File: src/rtl/slmt_pkg.sv
// shared types, field widths and codes of the set lcs match traceback unit
// used by slmt_ctrl, slmt_dp and set_lcs_match_traceback_unit
package slmt_pkg;

	localparam int DEF_MAX_CAND_LEN  = 32;
	localparam int DEF_MAX_QUERY_LEN = 32;
	localparam int DEF_SET_SIZE      = 8;

	localparam int OPC_W   = 3;
	localparam int ID_W    = 22;
	localparam int POS_W   = 5;
	localparam int CNT_W   = 6;
	localparam int PEN_W   = 12;
	localparam int PEN_MAX = 4095;
	localparam int CNT_MAX = 63;
	localparam int MAX_OUT = 32;

	typedef enum logic [OPC_W-1:0] {
		IN_APPEND_Q = 3'd0,
		IN_ADD_ID   = 3'd1,
		IN_CLOSE    = 3'd2,
		IN_COMPUTE  = 3'd3,
		IN_CLEAR_Q  = 3'd4
	} in_op_t;

	typedef enum logic [4:0] {
		OP_NOP,
		OP_START,
		OP_ROW,
		OP_FILL_RD,
		OP_FILL_WR,
		OP_TB_INIT,
		OP_TB_HERE,
		OP_TB_UP,
		OP_STEP_UP,
		OP_TB_LEFT,
		OP_STEP_LEFT,
		OP_RECORD,
		OP_ACC,
		OP_PEN1,
		OP_PEN2,
		OP_EM_RD,
		OP_EM_LD,
		OP_NONE_LD,
		OP_FINISH
	} dp_op_t;

	typedef enum logic [4:0] {
		ST_IDLE,
		ST_ROW,
		ST_FILL_RD,
		ST_FILL_WR,
		ST_TB_INIT,
		ST_TB_CHECK,
		ST_TB_HERE,
		ST_TB_UP,
		ST_TB_UPCMP,
		ST_TB_LEFT,
		ST_ACC,
		ST_PEN1,
		ST_PEN2,
		ST_EM_RD,
		ST_EM_LD,
		ST_NONE,
		ST_FINISH
	} state_t;

	typedef struct packed {
		dp_op_t op;
		logic   load_item;
	} dp_cmd_t;

	typedef struct packed {
		logic empty;
		logic col_last;
		logic row_last;
		logic tb_live;
		logic up_eq;
		logic left_eq;
		logic has_hits;
		logic emit_last;
		logic out_free;
	} dp_status_t;

endpackage

File: src/rtl/slmt_ctrl.sv
// controller state machine: sequences loads, table fill, traceback,
// penalty and result emission; depends on slmt_pkg
module slmt_ctrl (
	input  logic                      clk,
	input  logic                      arst_n,
	input  logic                      item_valid,
	output logic                      item_ready,
	input  logic [slmt_pkg::OPC_W-1:0] opcode,
	input  slmt_pkg::dp_status_t      status,
	output slmt_pkg::dp_cmd_t         cmd
);
	import slmt_pkg::*;

	state_t state_q, state_d;

	always_ff @(posedge clk or negedge arst_n) begin
		if (!arst_n) begin
			state_q <= ST_IDLE;
		end else begin
			state_q <= state_d;
		end
	end

	always_comb begin
		state_d       = state_q;
		cmd.op        = OP_NOP;
		cmd.load_item = 1'b0;
		item_ready    = 1'b0;
		case (state_q)
			ST_IDLE: begin
				item_ready = 1'b1;
				if (item_valid) begin
					cmd.load_item = 1'b1;
					if (opcode == IN_COMPUTE) begin
						cmd.op  = OP_START;
						state_d = status.empty ? ST_NONE : ST_ROW;
					end
				end
			end
			ST_ROW: begin
				cmd.op  = OP_ROW;
				state_d = ST_FILL_RD;
			end
			ST_FILL_RD: begin
				cmd.op  = OP_FILL_RD;
				state_d = ST_FILL_WR;
			end
			ST_FILL_WR: begin
				cmd.op = OP_FILL_WR;
				if (!status.col_last) begin
					state_d = ST_FILL_RD;
				end else if (status.row_last) begin
					state_d = ST_TB_INIT;
				end else begin
					state_d = ST_ROW;
				end
			end
			ST_TB_INIT: begin
				cmd.op  = OP_TB_INIT;
				state_d = ST_TB_CHECK;
			end
			ST_TB_CHECK: begin
				if (status.tb_live) begin
					state_d = ST_TB_HERE;
				end else begin
					state_d = status.has_hits ? ST_PEN1 : ST_NONE;
				end
			end
			ST_TB_HERE: begin
				cmd.op  = OP_TB_HERE;
				state_d = ST_TB_UP;
			end
			ST_TB_UP: begin
				cmd.op  = OP_TB_UP;
				state_d = ST_TB_UPCMP;
			end
			ST_TB_UPCMP: begin
				if (status.up_eq) begin
					cmd.op  = OP_STEP_UP;
					state_d = ST_TB_CHECK;
				end else begin
					cmd.op  = OP_TB_LEFT;
					state_d = ST_TB_LEFT;
				end
			end
			ST_TB_LEFT: begin
				if (status.left_eq) begin
					cmd.op  = OP_STEP_LEFT;
					state_d = ST_TB_CHECK;
				end else begin
					// a gap square is due once an earlier match exists
					cmd.op  = OP_RECORD;
					state_d = status.has_hits ? ST_ACC : ST_TB_CHECK;
				end
			end
			ST_ACC: begin
				cmd.op  = OP_ACC;
				state_d = ST_TB_CHECK;
			end
			ST_PEN1: begin
				cmd.op  = OP_PEN1;
				state_d = ST_PEN2;
			end
			ST_PEN2: begin
				cmd.op  = OP_PEN2;
				state_d = ST_EM_RD;
			end
			ST_EM_RD: begin
				cmd.op  = OP_EM_RD;
				state_d = ST_EM_LD;
			end
			ST_EM_LD: begin
				if (status.out_free) begin
					cmd.op  = OP_EM_LD;
					state_d = status.emit_last ? ST_FINISH : ST_EM_RD;
				end
			end
			ST_NONE: begin
				if (status.out_free) begin
					cmd.op  = OP_NONE_LD;
					state_d = ST_FINISH;
				end
			end
			ST_FINISH: begin
				cmd.op  = OP_FINISH;
				state_d = ST_IDLE;
			end
			default: begin
				state_d = ST_IDLE;
			end
		endcase
	end

endmodule

File: config.mk
export PLATFORM = sky130hd
export DESIGN_NAME = slmt_ctrl
export DESIGN_NICKNAME = d
export VERILOG_FILES = /design/src/rtl/slmt_pkg.sv /design/src/rtl/slmt_ctrl.sv
export SDC_FILE = /design/constraint.sdc
export NUM_CORES = 1
export LEC_CHECK = 0
export BUFFER_PORTS_ARGS = -buffer_cell sky130_fd_sc_hd__buf_2
export CORE_MARGIN = 3
export CORE_UTILIZATION = 48
export DETAILED_ROUTE_END_ITERATION = 6
export GPL_TIMING_DRIVEN = 1
export HOLD_SLACK_MARGIN = 0.02
export PLACE_DENSITY = 0.77
export SYNTH_ARGS = -nofsm -noshare
export SYNTH_HDL_FRONTEND = slang
export SYNTH_SLANG_ARGS = --single-unit
File: constraint.sdc
create_clock -name clk -period 2 [get_ports clk]
set_clock_uncertainty 0.2 [all_clocks]
set_input_delay 0.2 -clock clk [delete_from_list [all_inputs] [get_ports clk]]
set_output_delay 0.2 -clock clk [all_outputs]
set_load 0.1 [all_outputs]
==> report_table.html <==
<table>
<tr><th>Metric</th><th>Value</th></tr>
<tr><th colspan="2">Outcome</th></tr>
<tr><td>Run status</td><td>finished with violations</td></tr>
<tr><td>Violated checks</td><td>negative setup slack</td></tr>
<tr><th colspan="2">Critical path</th></tr>
<tr><td>Worst R2R Setup Slack</td><td>-10 ps</td></tr>
<tr><td>Max Fanout on Critical Path</td><td>2</td></tr>
<tr><td>Worst Reg2Reg Path Length in Cells</td><td>5</td></tr>
<tr><td>Buffers &amp; Inverters on Critical Path</td><td>1</td></tr>
<tr><td>Largest incremental delay on the critical path</td><td>390 ps</td></tr>
<tr><td>Slowest stage cell, crit path</td><td>sky130_fd_sc_hd__dfrtp_1</td></tr>
<tr><td>Required time at the endpoint of the critical path</td><td>1600 ps</td></tr>
<tr><td>Critical Path Sink Type</td><td>output pin</td></tr>
<tr><td>Data arrival at the endpoint of the critical path</td><td>1840 ps</td></tr>
<tr><td>Top delay family on crit path</td><td>compound AO/OA/AOI/OAI gates</td></tr>
<tr><td>Capturing point of the worst reg2reg path</td><td>state_q[1]$_DFFE_PN0P_</td></tr>
<tr><td>Most used cell along the critical path</td><td>sky130_fd_sc_hd__a21oi_2</td></tr>
<tr><td>Startpoint of the most critical register-to-register path</td><td>state_q[4]$_DFFE_PN0P_</td></tr>
<tr><td>Startpoint-to-endpoint class of the critical path</td><td>flop to output pin</td></tr>
<tr><td>Cells along the critical path</td><td>or3_1, a211o_1, a21oi_2, a21oi_2, o21ai_4, buf_12</td></tr>
<tr><td>Kind of launch point of the worst setup path</td><td>flop</td></tr>
<tr><th colspan="2">Clocking</th></tr>
<tr><td>Clock input transition at the sequential cells of the worst setup and hold paths</td><td>60 ps</td></tr>
<tr><td>Total clock sinks</td><td>5</td></tr>
<tr><td>Clk Latency, worst-skew pair</td><td>270 ps</td></tr>
<tr><td>Cell at the root of the clock tree</td><td>sky130_fd_sc_hd__clkbuf_4</td></tr>
<tr><td>TritonCTS clock tree</td><td>done</td></tr>
<tr><td>Number of buffers created by CTS</td><td>3</td></tr>
<tr><td>Htree depth</td><td>1</td></tr>
<tr><td>Clock Tree Buf Depth</td><td>2</td></tr>
<tr><th colspan="2">Detailed routing</th></tr>
<tr><td>Final Routed Wirelength</td><td>3480 um</td></tr>
<tr><td>Remaining DRCs</td><td>0</td></tr>
<tr><td>Drt initial violations</td><td>199</td></tr>
<tr><td>Average wire per standard cell</td><td>24.0 um</td></tr>
<tr><td>Vias per cell</td><td>7.60</td></tr>
<tr><td>DR pass1 iterations</td><td>6</td></tr>
<tr><td>Remaining number of nets flagged by the antenna check after routing</td><td>0</td></tr>
<tr><td>Total number of vias</td><td>1102</td></tr>
<tr><th colspan="2">Placement</th></tr>
<tr><td>Placed Instance Area</td><td>993 um^2</td></tr>
<tr><td>GPL Wtd Cong</td><td>0.907</td></tr>
<tr><td>Detailed placer's ending HPWL</td><td>1680 um</td></tr>
<tr><td>Port Buf Inserts</td><td>21</td></tr>
<tr><th colspan="2">Timing</th></tr>
<tr><td>Final Hold Vio Count</td><td>0</td></tr>
<tr><td>Final Hold Slack</td><td>66.8 ps</td></tr>
<tr><td>PnR worst setup slack</td><td>-243 ps</td></tr>
<tr><td>Slew Limit Fails</td><td>0</td></tr>
<tr><td>Worst Tran Pin Value</td><td>370 ps</td></tr>
<tr><td>Achievable frequency</td><td>446 MHz</td></tr>
<tr><td>Period utilisation layout</td><td>112%</td></tr>
<tr><td>Final setup fails</td><td>6</td></tr>
<tr><td>Headroom to the max-slew limit</td><td>75.1%</td></tr>
<tr><td>RSZ-0062 raised after global routing</td><td>true</td></tr>
<tr><td>Final min period</td><td>2240 ps</td></tr>
<tr><th colspan="2">Global routing</th></tr>
<tr><td>Global-route usage over all layers</td><td>32.1%</td></tr>
<tr><td>Leftover overflow at the end of global routing</td><td>0</td></tr>
<tr><td>Met2 GRT Util</td><td>51.4%</td></tr>
<tr><td>Wire length of the first global-routing pass</td><td>4360 um</td></tr>
<tr><td>Maximum number of pins on one net before global-route repair</td><td>18</td></tr>
<tr><td>Met3 GRT Util</td><td>12.9%</td></tr>
<tr><td>Most Used Layer, Global Route</td><td>met2</td></tr>
<tr><td>Met1 capacity usage during global routing</td><td>35.1%</td></tr>
<tr><td>Via count of the first global-routing pass</td><td>981</td></tr>
<tr><td>Initial antenna violation count</td><td>0</td></tr>
<tr><th colspan="2">Finish</th></tr>
<tr><td>Layout-stage area growth over the synthesis result</td><td>77.1%</td></tr>
<tr><td>Largest register FFs</td><td>5</td></tr>
<tr><td>Register ranked first by flip-flop count</td><td>state_q</td></tr>
<tr><td>Biggest regs</td><td>state_q: 5 flops</td></tr>
<tr><td>NumNets Final</td><td>147</td></tr>
<tr><td>Finished Cell Area</td><td>1130 um^2</td></tr>
<tr><td>Most frequent cells in the layout</td><td>sky130_fd_sc_hd__buf_4 (18), sky130_fd_sc_hd__buf_2 (14), sky130_fd_sc_hd__buf_12 (7)</td></tr>
<tr><td>Number of antenna repair diodes</td><td>0</td></tr>
<tr><td>Fraction of layout instances using a drive strength above 1</td><td>50.4%</td></tr>
<tr><td>Leading cell type in the layout, fill and taps excluded</td><td>sky130_fd_sc_hd__buf_4</td></tr>
<tr><td>Filler instances</td><td>24</td></tr>
<tr><th colspan="2">Die</th></tr>
<tr><td>Die width</td><td>42.5 um</td></tr>
<tr><td>Initial cell density of the core</td><td>54.6%</td></tr>
<tr><td>Number of I/O pins</td><td>22</td></tr>
<tr><td>Core Box Area</td><td>1170 um^2</td></tr>
<tr><td>Overall die height</td><td>42.5 um</td></tr>
<tr><td>Area of the die</td><td>1810 um^2</td></tr>
<tr><td>Number of rows created at floorplan</td><td>12</td></tr>
<tr><th colspan="2">Synthesis</th></tr>
<tr><td>Mapped Avg Cell Area</td><td>7.03 um^2</td></tr>
<tr><td>Post-Synthesis Cells</td><td>91</td></tr>
<tr><td>Post-Synthesis Cell Area</td><td>639 um^2</td></tr>
<tr><td>Net count of the mapped netlist</td><td>106</td></tr>
<tr><td>YS warnings</td><td>0</td></tr>
<tr><td>Number of distinct library cells after synthesis</td><td>38</td></tr>
<tr><td>Register bit count reported by yosys</td><td>5</td></tr>
<tr><td>Share of synthesized area occupied by flip-flops and latches</td><td>19.6%</td></tr>
<tr><th colspan="2">Flow run</th></tr>
<tr><td>Number of max-capacitance violations reported</td><td>0</td></tr>
<tr><th colspan="2">Hold path</th></tr>
<tr><td>Type of the most critical hold path</td><td>input pin to asynchronous set/reset pin</td></tr>
</table>
## logic make-up after synthesis
logic type             Yosys count  synth area share, %
AND/OR/NAND/NOR                 40                 35.0
AO/OA/AOI/OAI                   34                 36.6
buffers and inverters           12                 8.81
flip-flops                       5                 19.6
## area by class of cell
cell class	instances	area, um^2	area share, %
clock buffer	4	26.3	2.32
sequential	5	126	11.2
inverter	6	22.5	1.99
timing repair buffer	42	378	33.4
multi-input combinational	74	562	49.6
tap	14	17.5	1.55
## per-stage QoR
stage	util [%]	std cells	setup TNS, ps	setup slack [ps]
2_1_floorplan	-	91	-4590	-729
3_3_place_gp	84.8	134	0	64.1
3_5_place_dp	84.8	134	0	22.2
4_1_cts	92.6	145	-225	-132
5_1_grt	96.7	145	-859	-284
6_report	96.7	145	-625	-243
## worst max path at each step
stage                      startpoint      to  slack, ps  cells after the start
2_1_floorplan  state_q[0]$_DFFE_PN0P_  cmd[0]       -730                      3
3_3_place_gp   state_q[0]$_DFFE_PN0P_  cmd[1]         60                      6
3_5_place_dp   state_q[0]$_DFFE_PN0P_  cmd[1]         20                      6
4_1_cts        state_q[1]$_DFFE_PN0P_  cmd[1]       -130                      6
5_1_grt        state_q[1]$_DFFE_PN0P_  cmd[1]       -280                      6
6_report       state_q[1]$_DFFE_PN0P_  cmd[1]       -240                      6
## worst reg2reg max path, stage by stage (launching register included)
cell and delay (ps):
sky130_fd_sc_hd__dfrtp_1 550, sky130_fd_sc_hd__nand2b_2 270, sky130_fd_sc_hd__nor3_1 60, sky130_fd_sc_hd__a32o_1 320, sky130_fd_sc_hd__a221oi_1 330, sky130_fd_sc_hd__o21ai_1 130
## metal layers
| layer | part of all wire, % | routed length [um] |
|---|---|---|
| met5 | 0 | 0 |
| met1 | 33 | 1160 |
| met2 | 41 | 1410 |
| met3 | 17 | 603 |
| met4 | 8.7 | 303 |
## cells in the mapped netlist
cell | number | share of area, %
sky130_fd_sc_hd__o22a_1 | 1 | 1.4
sky130_fd_sc_hd__inv_1 | 5 | 2.9
sky130_fd_sc_hd__nand3b_1 | 1 | 1.2
sky130_fd_sc_hd__a21oi_2 | 1 | 1.4
sky130_fd_sc_hd__nand2_1 | 6 | 3.5
sky130_fd_sc_hd__nand4b_1 | 2 | 2.7
sky130_fd_sc_hd__a22oi_1 | 1 | 1.2
sky130_fd_sc_hd__a2111oi_2 | 1 | 2.3
sky130_fd_sc_hd__a21o_1 | 1 | 1.2
sky130_fd_sc_hd__or3_1 | 3 | 2.9
sky130_fd_sc_hd__a21oi_1 | 7 | 5.5
sky130_fd_sc_hd__o21ai_2 | 1 | 1.4
sky130_fd_sc_hd__nor3b_1 | 2 | 2.3
sky130_fd_sc_hd__buf_6 | 1 | 1.8
sky130_fd_sc_hd__a221oi_1 | 1 | 1.4
sky130_fd_sc_hd__a311oi_1 | 2 | 2.7
sky130_fd_sc_hd__nor4_2 | 1 | 2.0
sky130_fd_sc_hd__and2_1 | 1 | 0.98
sky130_fd_sc_hd__o31ai_1 | 1 | 1.2
sky130_fd_sc_hd__a211o_1 | 1 | 1.4
sky130_fd_sc_hd__nand2b_1 | 6 | 5.9
sky130_fd_sc_hd__o21ai_0 | 6 | 4.7
sky130_fd_sc_hd__o32ai_1 | 1 | 1.4
sky130_fd_sc_hd__dfrtp_1 | 5 | 20
sky130_fd_sc_hd__or2_1 | 2 | 2.0
sky130_fd_sc_hd__buf_2 | 3 | 2.3
sky130_fd_sc_hd__a31oi_1 | 1 | 0.98
sky130_fd_sc_hd__nand3_1 | 3 | 2.3
sky130_fd_sc_hd__a32o_1 | 1 | 1.6
sky130_fd_sc_hd__o21ai_1 | 3 | 2.3
sky130_fd_sc_hd__o22ai_1 | 1 | 0.98
sky130_fd_sc_hd__inv_2 | 1 | 0.59
sky130_fd_sc_hd__nor2b_1 | 2 | 2.0
sky130_fd_sc_hd__nor2_1 | 7 | 4.1
sky130_fd_sc_hd__o21bai_1 | 2 | 2.3
sky130_fd_sc_hd__nor3_1 | 4 | 3.1
sky130_fd_sc_hd__o2111ai_1 | 1 | 1.4
sky130_fd_sc_hd__clkbuf_1 | 2 | 1.2
## repair_timing
| item | 4_1_cts | 5_1_grt |
|---|---|---|
| resized for setup | 4 | 10 |
| buffers inserted | 6 | 0 |
| endpoints found under the hold margin | 5 | 0 |
| pin swaps | 6 | 0 |
| endpoints found under the setup margin | 5 | 6 |
| hold buffers | 1 | 0 |
Power is left out: the tool's default activity adds up to more than one toggle a clock period on the data nets, which glitch-free logic cannot reach.
